--- src/hw/rtl/prarb_pkg.sv ---
// Shared types and codes for the power rail override arbiter.
package prarb_pkg;

  localparam int unsigned NumRails = 3;

  typedef enum logic [1:0] {
    OP_SAMPLE   = 2'd0,
    OP_OVERRIDE = 2'd1,
    OP_ESTOP    = 2'd2
  } opcode_t;

  // The opcode value that names no operation.
  localparam logic [1:0] OP_UNUSED = 2'd3;

  typedef enum logic [1:0] {
    MODE_FOLLOW = 2'd0,
    MODE_ON     = 2'd1,
    MODE_OFF    = 2'd2
  } mode_t;

  // Register indexes, taken from paddr[2].
  localparam logic REG_SWITCH_POL = 1'b0;
  localparam logic REG_POWER_POL  = 1'b1;

  // The override channel that addresses no rail.
  localparam logic [1:0] CHANNEL_NONE = 2'd3;

  typedef struct packed {
    mode_t [NumRails-1:0] mode;
    logic                 latch;
    logic [NumRails-1:0]  prev_sw;
    logic                 have_sample;
    logic [NumRails-1:0]  rail;
  } arb_state_t;

  typedef struct packed {
    logic [NumRails-1:0] rail_power;
    logic [3:0]          pin_levels;
    logic                pins_written;
    logic                rail1_toggled;
    logic                emergency_latched;
  } arb_result_t;

  typedef struct packed {
    logic sw_closed_high;
    logic rail_on_high;
  } arb_cfg_t;

endpackage

--- src/hw/rtl/prarb_core.sv ---
// Next-state and result logic for one word of the rail arbiter.
module prarb_core (
  input  prarb_pkg::arb_state_t  state_i,
  input  prarb_pkg::arb_cfg_t    cfg_i,
  input  logic [1:0]             opcode_i,
  input  logic [2:0]             switch_levels_i,
  input  logic [1:0]             channel_i,
  input  logic                   enable_i,
  input  logic [2:0]             stop_targets_i,
  output prarb_pkg::arb_state_t  state_o,
  output prarb_pkg::arb_result_t result_o
);

  logic                  do_refresh;
  prarb_pkg::arb_state_t pre;
  prarb_pkg::arb_state_t nxt;
  logic [2:0]            closed;
  logic [2:0]            edges;
  logic [2:0]            on;
  logic [2:0]            changed;

  always_comb begin
    pre        = state_i;
    do_refresh = 1'b0;
    case (opcode_i)
      prarb_pkg::OP_SAMPLE: begin
        do_refresh = 1'b1;
      end
      prarb_pkg::OP_OVERRIDE: begin
        if (channel_i != prarb_pkg::CHANNEL_NONE) begin
          do_refresh = 1'b1;
          if (channel_i == 2'd0 && enable_i) begin
            pre.latch = 1'b0;
          end
          pre.mode[channel_i] = enable_i ? prarb_pkg::MODE_ON : prarb_pkg::MODE_OFF;
        end
      end
      prarb_pkg::OP_ESTOP: begin
        if (stop_targets_i != 3'd0) begin
          do_refresh = 1'b1;
          if (stop_targets_i[0]) begin
            pre.latch   = 1'b1;
            pre.mode[0] = prarb_pkg::MODE_FOLLOW;
          end
          if (stop_targets_i[1]) begin
            pre.mode[1] = prarb_pkg::MODE_OFF;
          end
          if (stop_targets_i[2]) begin
            pre.mode[2] = prarb_pkg::MODE_OFF;
          end
        end
      end
      default: begin
        do_refresh = 1'b0;
      end
    endcase
  end

  assign closed = cfg_i.sw_closed_high ? switch_levels_i : ~switch_levels_i;
  assign edges  = state_i.have_sample ? (closed ^ state_i.prev_sw) : 3'd0;

  always_comb begin
    nxt = pre;
    // A switch edge hands the rail back to its switch.
    for (int i = 0; i < prarb_pkg::NumRails; i++) begin
      if (edges[i]) begin
        nxt.mode[i] = prarb_pkg::MODE_FOLLOW;
      end
    end
    if (edges[0]) begin
      nxt.latch = 1'b0;
    end
    for (int i = 0; i < prarb_pkg::NumRails; i++) begin
      case (nxt.mode[i])
        prarb_pkg::MODE_ON:  on[i] = 1'b1;
        prarb_pkg::MODE_OFF: on[i] = 1'b0;
        default:             on[i] = closed[i];
      endcase
    end
    if (nxt.latch) begin
      on[0] = 1'b0;
    end
    nxt.prev_sw     = closed;
    nxt.have_sample = 1'b1;
    nxt.rail        = on;
  end

  assign state_o = do_refresh ? nxt : state_i;
  assign changed = do_refresh ? (nxt.rail ^ state_i.rail) : 3'd0;

  always_comb begin
    result_o.rail_power        = state_o.rail;
    result_o.pin_levels[0]     = state_o.rail[0] == cfg_i.rail_on_high;
    result_o.pin_levels[1]     = state_o.rail[1] == cfg_i.rail_on_high;
    result_o.pin_levels[2]     = state_o.rail[1] == cfg_i.rail_on_high;
    result_o.pin_levels[3]     = state_o.rail[2] == cfg_i.rail_on_high;
    result_o.pins_written      = |changed;
    result_o.rail1_toggled     = changed[0];
    result_o.emergency_latched = state_o.latch;
  end

endmodule

--- src/hw/rtl/power_rail_override_arbiter.sv ---
// An accepted word is held in the input register until it can advance; its result is then
// loaded into the result register, from which it is shown at the output.
// Throughput: one word per cycle while out_stall is low; the input register feeds one
// pass of rail logic that updates the state and loads the result register in the same cycle.
// Reset (rst_n low, synchronous) empties both stages, sets all rails to follow their
// switches with the latch clear and all rails off, and restores register defaults.
module power_rail_override_arbiter (
  input  logic        clk,
  input  logic        rst_n,
  input  logic        in_valid,
  output logic        in_stall,
  input  logic [1:0]  in_opcode,
  input  logic [2:0]  in_switch_levels,
  input  logic [1:0]  in_channel,
  input  logic        in_enable,
  input  logic [2:0]  in_stop_targets,
  output logic        out_valid,
  input  logic        out_stall,
  output logic [2:0]  out_rail_power,
  output logic [3:0]  out_pin_levels,
  output logic        out_pins_written,
  output logic        out_rail1_toggled,
  output logic        out_emergency_latched,
  input  logic        psel,
  input  logic        penable,
  input  logic        pwrite,
  input  logic [2:0]  paddr,
  input  logic [31:0] pwdata,
  output logic [31:0] prdata,
  output logic        pready
);

  logic                  s1_valid_r;
  logic [1:0]            s1_opcode_r;
  logic [2:0]            s1_switch_r;
  logic [1:0]            s1_channel_r;
  logic                  s1_enable_r;
  logic [2:0]            s1_targets_r;
  logic                  out_valid_r;
  prarb_pkg::arb_result_t out_r;
  prarb_pkg::arb_result_t res_nxt;
  prarb_pkg::arb_state_t  state_r;
  prarb_pkg::arb_state_t  state_nxt;
  prarb_pkg::arb_cfg_t    cfg_r;
  logic                  advance;
  logic                  in_take;
  logic                  cfg_write;

  assign advance  = s1_valid_r && (!out_valid_r || !out_stall);
  assign in_stall = s1_valid_r && !advance;
  assign in_take  = in_valid && !in_stall;

  prarb_core u_core (
    .state_i         (state_r),
    .cfg_i           (cfg_r),
    .opcode_i        (s1_opcode_r),
    .switch_levels_i (s1_switch_r),
    .channel_i       (s1_channel_r),
    .enable_i        (s1_enable_r),
    .stop_targets_i  (s1_targets_r),
    .state_o         (state_nxt),
    .result_o        (res_nxt)
  );

  always_ff @(posedge clk) begin
    if (!rst_n) begin
      s1_valid_r  <= 1'b0;
      out_valid_r <= 1'b0;
    end else begin
      if (in_take) begin
        s1_valid_r <= 1'b1;
      end else if (advance) begin
        s1_valid_r <= 1'b0;
      end
      if (advance) begin
        out_valid_r <= 1'b1;
      end else if (!out_stall) begin
        out_valid_r <= 1'b0;
      end
    end
  end

  always_ff @(posedge clk) begin
    if (in_take) begin
      s1_opcode_r  <= in_opcode;
      s1_switch_r  <= in_switch_levels;
      s1_channel_r <= in_channel;
      s1_enable_r  <= in_enable;
      s1_targets_r <= in_stop_targets;
    end
    if (advance) begin
      out_r <= res_nxt;
    end
  end

  always_ff @(posedge clk) begin
    if (!rst_n) begin
      state_r.mode        <= '{prarb_pkg::MODE_FOLLOW, prarb_pkg::MODE_FOLLOW,
                               prarb_pkg::MODE_FOLLOW};
      state_r.latch       <= 1'b0;
      state_r.prev_sw     <= 3'd0;
      state_r.have_sample <= 1'b0;
      state_r.rail        <= 3'd0;
    end else if (advance) begin
      state_r <= state_nxt;
    end
  end

  // Low address bits are ignored, so each register also answers its byte aliases.
  assign cfg_write = psel && penable && pwrite && pready;

  always_ff @(posedge clk) begin
    if (!rst_n) begin
      cfg_r.sw_closed_high <= 1'b0;
      cfg_r.rail_on_high   <= 1'b1;
    end else if (cfg_write) begin
      if (paddr[2] == prarb_pkg::REG_SWITCH_POL) begin
        cfg_r.sw_closed_high <= pwdata[0];
      end else begin
        cfg_r.rail_on_high <= pwdata[0];
      end
    end
  end

  assign pready = 1'b1;
  assign prdata = (paddr[2] == prarb_pkg::REG_POWER_POL) ?
                  {31'd0, cfg_r.rail_on_high} :
                  {31'd0, cfg_r.sw_closed_high};

  assign out_valid             = out_valid_r;
  assign out_rail_power        = out_r.rail_power;
  assign out_pin_levels        = out_r.pin_levels;
  assign out_pins_written      = out_r.pins_written;
  assign out_rail1_toggled     = out_r.rail1_toggled;
  assign out_emergency_latched = out_r.emergency_latched;

endmodule

--- config.mk ---
export PLATFORM = sky130hd
export DESIGN_NAME = power_rail_override_arbiter
export DESIGN_NICKNAME = d
export VERILOG_FILES = /design/src/hw/rtl/prarb_pkg.sv /design/src/hw/rtl/prarb_core.sv /design/src/hw/rtl/power_rail_override_arbiter.sv
export SDC_FILE = /design/constraint.sdc
export NUM_CORES = 1
export LEC_CHECK = 0
export CAP_MARGIN = 20
export CORE_MARGIN = 2
export CORE_UTILIZATION = 60
export CTS_CLUSTER_SIZE = 8
export DETAILED_ROUTE_END_ITERATION = 10
export DONT_BUFFER_PORTS = 1
export GPL_TIMING_DRIVEN = 0
export HOLD_SLACK_MARGIN = 0.05
export PLACE_DENSITY = 0.76
export RECOVER_POWER = 100
export SYNTH_ARGS = -nofsm -noshare
export SYNTH_HDL_FRONTEND = slang
export SYNTH_SLANG_ARGS = --single-unit
--- constraint.sdc ---
create_clock -name clk -period 3.54 [get_ports clk]
set_clock_uncertainty 0.15 [all_clocks]
set_input_delay 0.177 -clock clk [delete_from_list [all_inputs] [get_ports clk]]
set_output_delay 0.177 -clock clk [all_outputs]
set_load 0.05 [all_outputs]
### Word level (Yosys, flattened, before mapping)

Index checks and enable logic that the tools add are counted.

| cells by class | value |
|---|---|
| equal/unequal tests | 13 |
| bitwise logic cells | 4 |
| $lt $le $gt $ge | 2 |
| mux-type cells | 31 |
| reduce and logical (&&, ||, !) cells | 20 |

Operator list:

| cell | number |
|---|---|
| 2-bit 2-to-1 mux | 7 |
| 7-bit 2-to-1 mux | 2 |
| 7-bit case mux with 2 select lines | 1 |
| 3-bit 2-to-1 mux | 4 |
| 1-bit 2-to-1 mux | 10 |
| 2-bit by 1-bit == test with 1-bit output (second input constant) | 4 |
| 2-bit == test (second input constant) | 4 |
| 8-bit 2-to-1 mux | 1 |
| 1-bit logical AND | 7 |
| 6-bit bitwise mux | 1 |
| 1-bit case mux with 2 select lines | 3 |
| 2-bit AND reduction | 3 |
| 3-bit XOR | 2 |
| 2-bit demux with 2-bit select | 1 |
| 1-bit logical NOT | 4 |
| 2-bit logical NOT | 2 |
| 1-bit == test | 3 |
| 2-bit by 3-bit less-than comparator with 1-bit output (second input constant) | 1 |
| 3-bit NOT | 1 |
| 1-bit case mux with 3 select lines | 1 |
| 3-bit nonzero test | 1 |
| 3-bit OR reduction | 1 |
| 2-bit by 1-bit >= comparator with 1-bit output (second input constant) | 1 |
| 2-bit by 1-bit inequality test with 1-bit output (second input constant) | 1 |
| 4 further kinds | 4 |

| storage, ports and cells | value |
|---|---|
| flip-flop bits (word level) | 39 |
| logic and storage cells | 91 |
| input bits | 53 |

### Longest topological paths before layout

Gate-level depths: netlist of run 1.

| logic depth | value |
|---|---|
| word-level depth | 14 |
| depth in mapped cells | 11 |
| depth with buffers taken out | 11 |

### Modules after synthesis

Synthesis of run 1 repeated with hierarchy kept, for this count alone.

| unflattened totals | value |
|---|---|
| cells, all modules | 249 |
| area, all modules | 2,414.8 sq um |

By module, submodules not included:

| module | cells each | times used | area an instance (sq um) |
|---|---|---|---|
| power_rail_override_arbiter | 135 | 1 | 1,641.6 |
| prarb_core | 114 | 1 | 773.2 |

### Least setup slack after synthesis of run 1

No wires, ideal clock.

| timing path | value |
|---|---|
| path kind | reg2reg |
| from | register s1_opcode_r[0] |
| to | register out_r, in the netlist out_pin_levels[0], data pin |
| path buffers | 1 |
| stages on the path, launching flop included | 12 |
| setup slack | 0.832 ns |
| data arrival time | 2.297 ns |
| library setup time | 0.261 ns |
| path through | edfxtp_1 > inv_1 > ha_1 > buf_2 > o211ai_1 > and2_0 > o21ai_0 > ha_1 > mux2i_1 > a21oi_4 > mux2_4 > xnor2_1 |

RTL lines:

| element | line | source |
|---|---|---|
| start: declaration | power_rail_override_arbiter.sv:34 | `logic [1:0] s1_opcode_r;` |
| start signal: assignment | power_rail_override_arbiter.sv:85 | `s1_opcode_r <= in_opcode;` |
| end signal: assignment | power_rail_override_arbiter.sv:92 | `out_r <= res_nxt;` |
| end: declaration | power_rail_override_arbiter.sv:40 | `prarb_pkg::arb_result_t out_r;` |

==> results of run 1 <==
==> final timing paths <==
kind / to / slack, ns
worst min register to register: state_r[8] / 0.32
worst min-delay path: cfg_r[1] / 0.06
worst max-delay path: out_pin_levels[3] / 0.52
worst max register to register: out_pin_levels[3] / 0.52
==> power by group through the flow <==
stage	registers [W]	logic [W]	clock network, W
3_5_place_dp	0.000542	0.000223	0
2_1_floorplan	0.000539	0.000203	0
3_3_place_gp	0.000542	0.000221	0
5_1_grt	0.000535	0.000249	0.000464
6_report	0.000533	0.000232	0.000441
4_1_cts	0.000532	0.000239	0.000448
==> kinds of logic after synthesis <==
group           synth area share
mux                       0.0515
xor+xnor                  0.0431
flops                      0.430
other cells              0.00336
compound gates             0.161
fa+ha+maj                 0.0392
simple gates               0.131
buf+inv                    0.141
==> layer usage <==
layer  track usage  vias to the layer above  wire length, um
met5             0                        -                0
met4         0.107                        0               92
met3        0.0451                        9              240
met2         0.338                       50             1960
met1         0.218                      719             1650
li1              -                      802                -
==> cells in the final DEF (no fill, tap or decap), types with 3 or more instances in the layout <==
master         instances
nand3_1                4
dfxtp_1               18
clkbuf_1               4
edfxtp_1              20
dlygate4sd3_1         17
a221o_1                4
mux2_2                 3
xnor2_1                7
o21a_1                 3
a31oi_1                3
buf_4                 32
clkbuf_8               5
nand2_1               28
a21oi_1                8
inv_1                  8
conb_1                32
a21boi_0              12
xor2_1                 4
ha_1                   7
o21ai_0                9
nor2_1                 5
nand2_2                5
mux2i_1                4
nor2b_1                5
==> sequential cells by signal, indices dropped and copies added, names as in the netlist <==
| signal | count |
|---|---|
| cfg_r | 2 |
| out_emergency_latched | 1 |
| out_pin_levels | 3 |
| out_pins_written | 1 |
| out_rail1_toggled | 1 |
| out_rail_power | 3 |
| out_valid | 1 |
| s1_channel_r | 2 |
| s1_enable_r | 1 |
| s1_opcode_r | 2 |
| s1_switch_r | 3 |
| s1_targets_r | 3 |
| s1_valid_r | 1 |
| state_r | 14 |
==> metrics by stage <==
stage / cell area [um^2] / hold WS (ns) / worst slack [ns] / utilization
2_1_floorplan: 2350 / 0.126 / 0.832 / -
5_1_grt: 2680 / 0.0730 / 0.325 / 0.736
3_5_place_dp: 2420 / 0.126 / 0.601 / 0.665
4_1_cts: 2720 / 0.0581 / 0.546 / 0.750
6_report: 2680 / 0.0596 / 0.520 / 0.736
3_3_place_gp: 2410 / 0.126 / 0.628 / 0.663
==> what timing repair did <==
item | CTS | global route
hold buffers | 17 | 0
endpoints found under the setup margin | 0 | 0
endpoints found under the hold margin | 15 | 0
==> critical path, stage by stage (launching register included) <==
cell,delay (ns)
edfxtp_1,0.39
inv_1,0.07
ha_1,0.30
buf_2,0.20
nand3b_1,0.09
a221o_1,0.28
o21ai_0,0.12
nand2_1,0.10
ha_1,0.30
mux2i_1,0.42
a21oi_1,0.17
xnor2_1,0.18
==> layout make-up <==
cell class                      count  share of cell area
Sequential cell                    38               0.359
Clock inverter                      3              0.0257
Inverter                            8              0.0112
Multi-Input combinational cell    166               0.385
Timing Repair Buffer               18              0.0650
Buffer                             38               0.105
Tap cell                           48              0.0225
Clock buffer                        5              0.0257
==> key figures, run 1 <==
Timing
  – Max Transition Viols Final: 0
  – Max Freq: 331 MHz
  – Tmin final: 3.02 ns
  – Final hold viol count: 0
  – Worst Tran Pin Value: 0.977 ns
  – Unrepaired setup endpoints after global routing: no
  – Relative slew slack: 0.347
  – Finish-stage setup viols: 0
  – Final setup TNS: 0 ns
  – Fin crit share: 0.853

Pwr
  – Max VDD drop: 0.343 mV
  – P_sw: 0.000351 W
  – Pwr Density: 451 nW/um^2
  – Sw Ratio: 0.292
  – Internal cell power: 0.000854 W
  – Pwr Total: 0.00121 W
  – Register share of total power: 0.442
  – Clock power frac: 0.366
  – Comb power frac: 0.192
  – Leakage: 1.15 nW

Global route
  – Largest net degree at the start of global routing: 14
  – Vias in the first global route: 1395
  – First-pass GRT wire length: 6180 um
  – Antenna violations before repair: 0
  – Global route overflow: 0
  – GR Util All Layers: 0.194

Synth
  – Yosys top cell area share: 0.269
  – Mapped Avg Cell Area: 10.2 um^2
  – Synth Instances: 220
  – YS warnings: 0
  – Most common cell in the netlist: buf_4
  – Sequential share of the synthesized area: 0.430
  – Synth area leader: edfxtp_1
  – Most instantiated cells after synthesis: 33 x buf_4, 28 x nand2_1, 20 x edfxtp_1
  – Number of library cell types mapped by synthesis: 43
  – Area of the mapped netlist: 2240 um^2
  – EDFF count, synth: 20
  – Largest cells by area after synthesis: edfxtp_1 27%, dfxtp_1 16%, buf_4 11%
  – #FFs+latches synth: 38
  – Post-synth top flop: edfxtp_1
  – Asr flop ratio synth: 0

Worst hold path
  – Hold Path Class: in2reg
  – Hold path startpoint: penable
  – Hold Path Stages: 3

Route
  – DR pass1 iterations: 4
  – # DRC: 0
  – Routed vias/inst: 4.88
  – WL/cell: 12.2 um
  – DRT antenna net count: 0
  – Total Wirelength: 3940 um
  – DR vias: 1580
  – First DRT Iteration DRCs: 49

Clock tree
  – Clk root buf: clkbuf_8
  – Clk buf depth: 2
  – Clock slew at reported path FFs: 0.08 ns
  – TritonCTS buffer count: 5
  – Worst skew pair latency: 0.30 ns
  – Resize count post-CTS: 0
  – CTS H-tree lvls: 2
  – CTS tree: built
  – Setup Buffers After CTS: 0
  – Clk sinks: 38

Final layout
  – Fill count: 279
  – Layout cells sized above 1: 0.199
  – Diode count: 0
  – Layout Nets: 335
  – Area delta synth->final: 19.6%
  – Post-route insts no fill: 324
  – Sequential cell area: 961 um^2
  – Area of the multi-input gates: 1030 um^2

Die
  – Rows: 22
  – I/O pin cnt: 98
  – Die Y: 65.0 um
  – DIE AREA: 4230 um^2
  – Core ar.: 3630 um^2
  – Die W: 65.0 um
  – Initial core utilization: 0.615

Status
  – Status: finished clean

Setup path
  – Reg2reg path depth: 11
  – Arrival time worst endpoint: 2.92 ns
  – Worst EP required: 3.44 ns
  – Worst Setup End Kind: register
  – Worst Setup Start Kind: register
  – Launch point of the worst path: s1_opcode_r[0]
  – FF-to-FF Start: s1_opcode_r[0]
  – Max Fanout on Critical Path: 10
  – CP Class: reg2reg

Job
  – Max Cap Viol: 0

Placed design
  – Dpl cells: 299
  – I/O Buffers: 0
  – Post-DP HPWL: 2750 um
  – RePlAce Congestion: 0.824
Note: power is estimated with default switching activity, not from simulation.
==> run 2: changes to the inputs <==
Settings changed: CORE_MARGIN 2 to unset, HOLD_SLACK_MARGIN 0.05 to unset, SKIP_LAST_GASP set to 1.
==> key figures, run 2 (synthesis gave the netlist of run 1 again) <==
Placed design
  – I/O Buffers: 0
  – Post-DP HPWL: 2840 um
  – Setup slack at placement: 0.600 ns
  – RePlAce Congestion: 0.884

Setup path
  – Arrival time worst endpoint: 2.90 ns
  – Worst Setup Start Kind: register
  – Worst EP required: 3.44 ns
  – Worst Setup End Kind: register
  – CP Class: reg2reg
  – Max Fanout on Critical Path: 10

Worst hold path
  – Hold Path Class: in2reg

Final layout
  – Area delta synth->final: 19.9%
  – Reg with most FFs: state_r
  – Layout cells sized above 1: 0.199
  – Fill count: 251
  – Diode count: 0
  – Most frequent cells in the layout: 32 x buf_4, 32 x conb_1, 28 x nand2_1
  – Max FFs per register: 14
  – Layout Nets: 335

Route
  – Total Wirelength: 4240 um
  – DR pass1 iterations: 4
  – WL/cell: 13.2 um
  – First DRT Iteration DRCs: 98
  – DR vias: 1614
  – DRT antenna net count: 0
  – # DRC: 0
  – Routed vias/inst: 5.01

Global route
  – First-pass GRT wire length: 7030 um
  – Global route overflow: 0
  – GR Util All Layers: 0.234
  – Vias in the first global route: 1540
  – Largest net degree at the start of global routing: 14
  – Antenna violations before repair: 0

Timing
  – Finish-stage setup viols: 0
  – Fin crit share: 0.848
  – Worst Slack Setup Final: 0.537 ns
  – Unrepaired setup endpoints after global routing: no
  – Tmin final: 3.00 ns
  – Max Transition Viols Final: 0
  – Relative slew slack: 0.343
  – Final hold viol count: 0
  – Max Freq: 333 MHz
  – Worst Tran Pin Value: 0.984 ns
  – Final setup TNS: 0 ns

Pwr
  – Pwr Density: 450 nW/um^2
  – Max VDD drop: 0.411 mV
  – Leakage: 1.15 nW
  – Pwr Total: 0.00121 W

Die
  – Core ar.: 3440 um^2
  – Rows: 21
  – Die W: 63.0 um
  – Die Y: 63.0 um
  – DIE AREA: 3970 um^2
  – Initial core utilization: 0.650
  – I/O pin cnt: 98

Clock tree
  – Clk buf depth: 2
  – Worst skew pair latency: 0.29 ns
  – Clk root buf: clkbuf_8
  – Clk sinks: 38
  – Clock slew at reported path FFs: 0.08 ns
  – TritonCTS buffer count: 5
  – CTS tree: built
  – CTS H-tree lvls: 2
  – Setup Buffers After CTS: 0

Status
  – Status: finished clean

Job
  – Max Cap Viol: 0
## run 2: changes by cell type in the layout (fill, tap and decap cells not counted)
cell      before  now
a21oi_4        0    1
a21oi_1        8    7
a21boi_0      12   13
a21boi_2       2    1
## run 2: worst paths after layout
kind | from | end | slack, ns | cells past startpoint
hold reg to reg | state_r[9] | state_r[9] | 0.33 | 2
setup reg to reg | s1_opcode_r[0] | out_pin_levels[2] | 0.54 | 11
setup / recovery | s1_opcode_r[0] | out_pin_levels[2] | 0.54 | 11
hold / removal | penable | cfg_r[1] | 0.05 | 3
## run 2: area by class of cell
| class | count | area, um^2 | share of cell area |
|---|---|---|---|
| well taps | 46 | 57.6 | 0.0215 |
| repair buffers | 18 | 174 | 0.0649 |
| plain buffers | 38 | 282 | 0.105 |
| flip-flops and latches | 38 | 961 | 0.359 |
| clock buffers | 5 | 68.8 | 0.0257 |
| multi-input cells | 166 | 1040 | 0.387 |
| clock inverters | 3 | 68.8 | 0.0257 |
| inverters | 8 | 30.0 | 0.0112 |
## run 2: repair_timing
item / in CTS / in global routing
resized for setup: 0 / 0
endpoints found under the hold margin: 15 / 0
hold buffers: 17 / 0
## run 2: stage by stage
step | utilization | std cells | hold WS (ns) | instance area, um^2
floorplan | - | 250 | 0.126 | 2350
global placement | 0.699 | 296 | 0.126 | 2410
detailed placement | 0.701 | 297 | 0.126 | 2410
CTS | 0.791 | 322 | 0.0446 | 2720
global route | 0.779 | 322 | 0.0708 | 2680
finish | 0.779 | 322 | 0.0457 | 2680
## run 2: critical path, stage by stage, from the launching register on
cell	delay, ns
edfxtp_1	0.39
inv_1	0.08
ha_1	0.30
buf_2	0.20
nand3b_1	0.09
a221o_1	0.29
o21ai_0	0.12
nand2_1	0.10
ha_1	0.30
mux2i_1	0.38
a21oi_1	0.17
xnor2_1	0.18
## run 2: report_power, final
part	leakage (nW)	switching (W)	internal, W
clock network	0.0683	0.000157	0.000282
registers	0.339	0.0000424	0.000490
logic	0.743	0.000153	0.0000820
total	1.15	0.000352	0.000855
## run 2: routing by layer
| metal | track usage | vias to the layer above | wire length [um] |
|---|---|---|---|
| li1 | - | 801 | - |
| met1 | 0.268 | 736 | 1710 |
| met5 | 0 | - | 0 |
| met4 | 0.0872 | 0 | 64 |
| met3 | 0.0712 | 6 | 331 |
| met2 | 0.405 | 71 | 2130 |
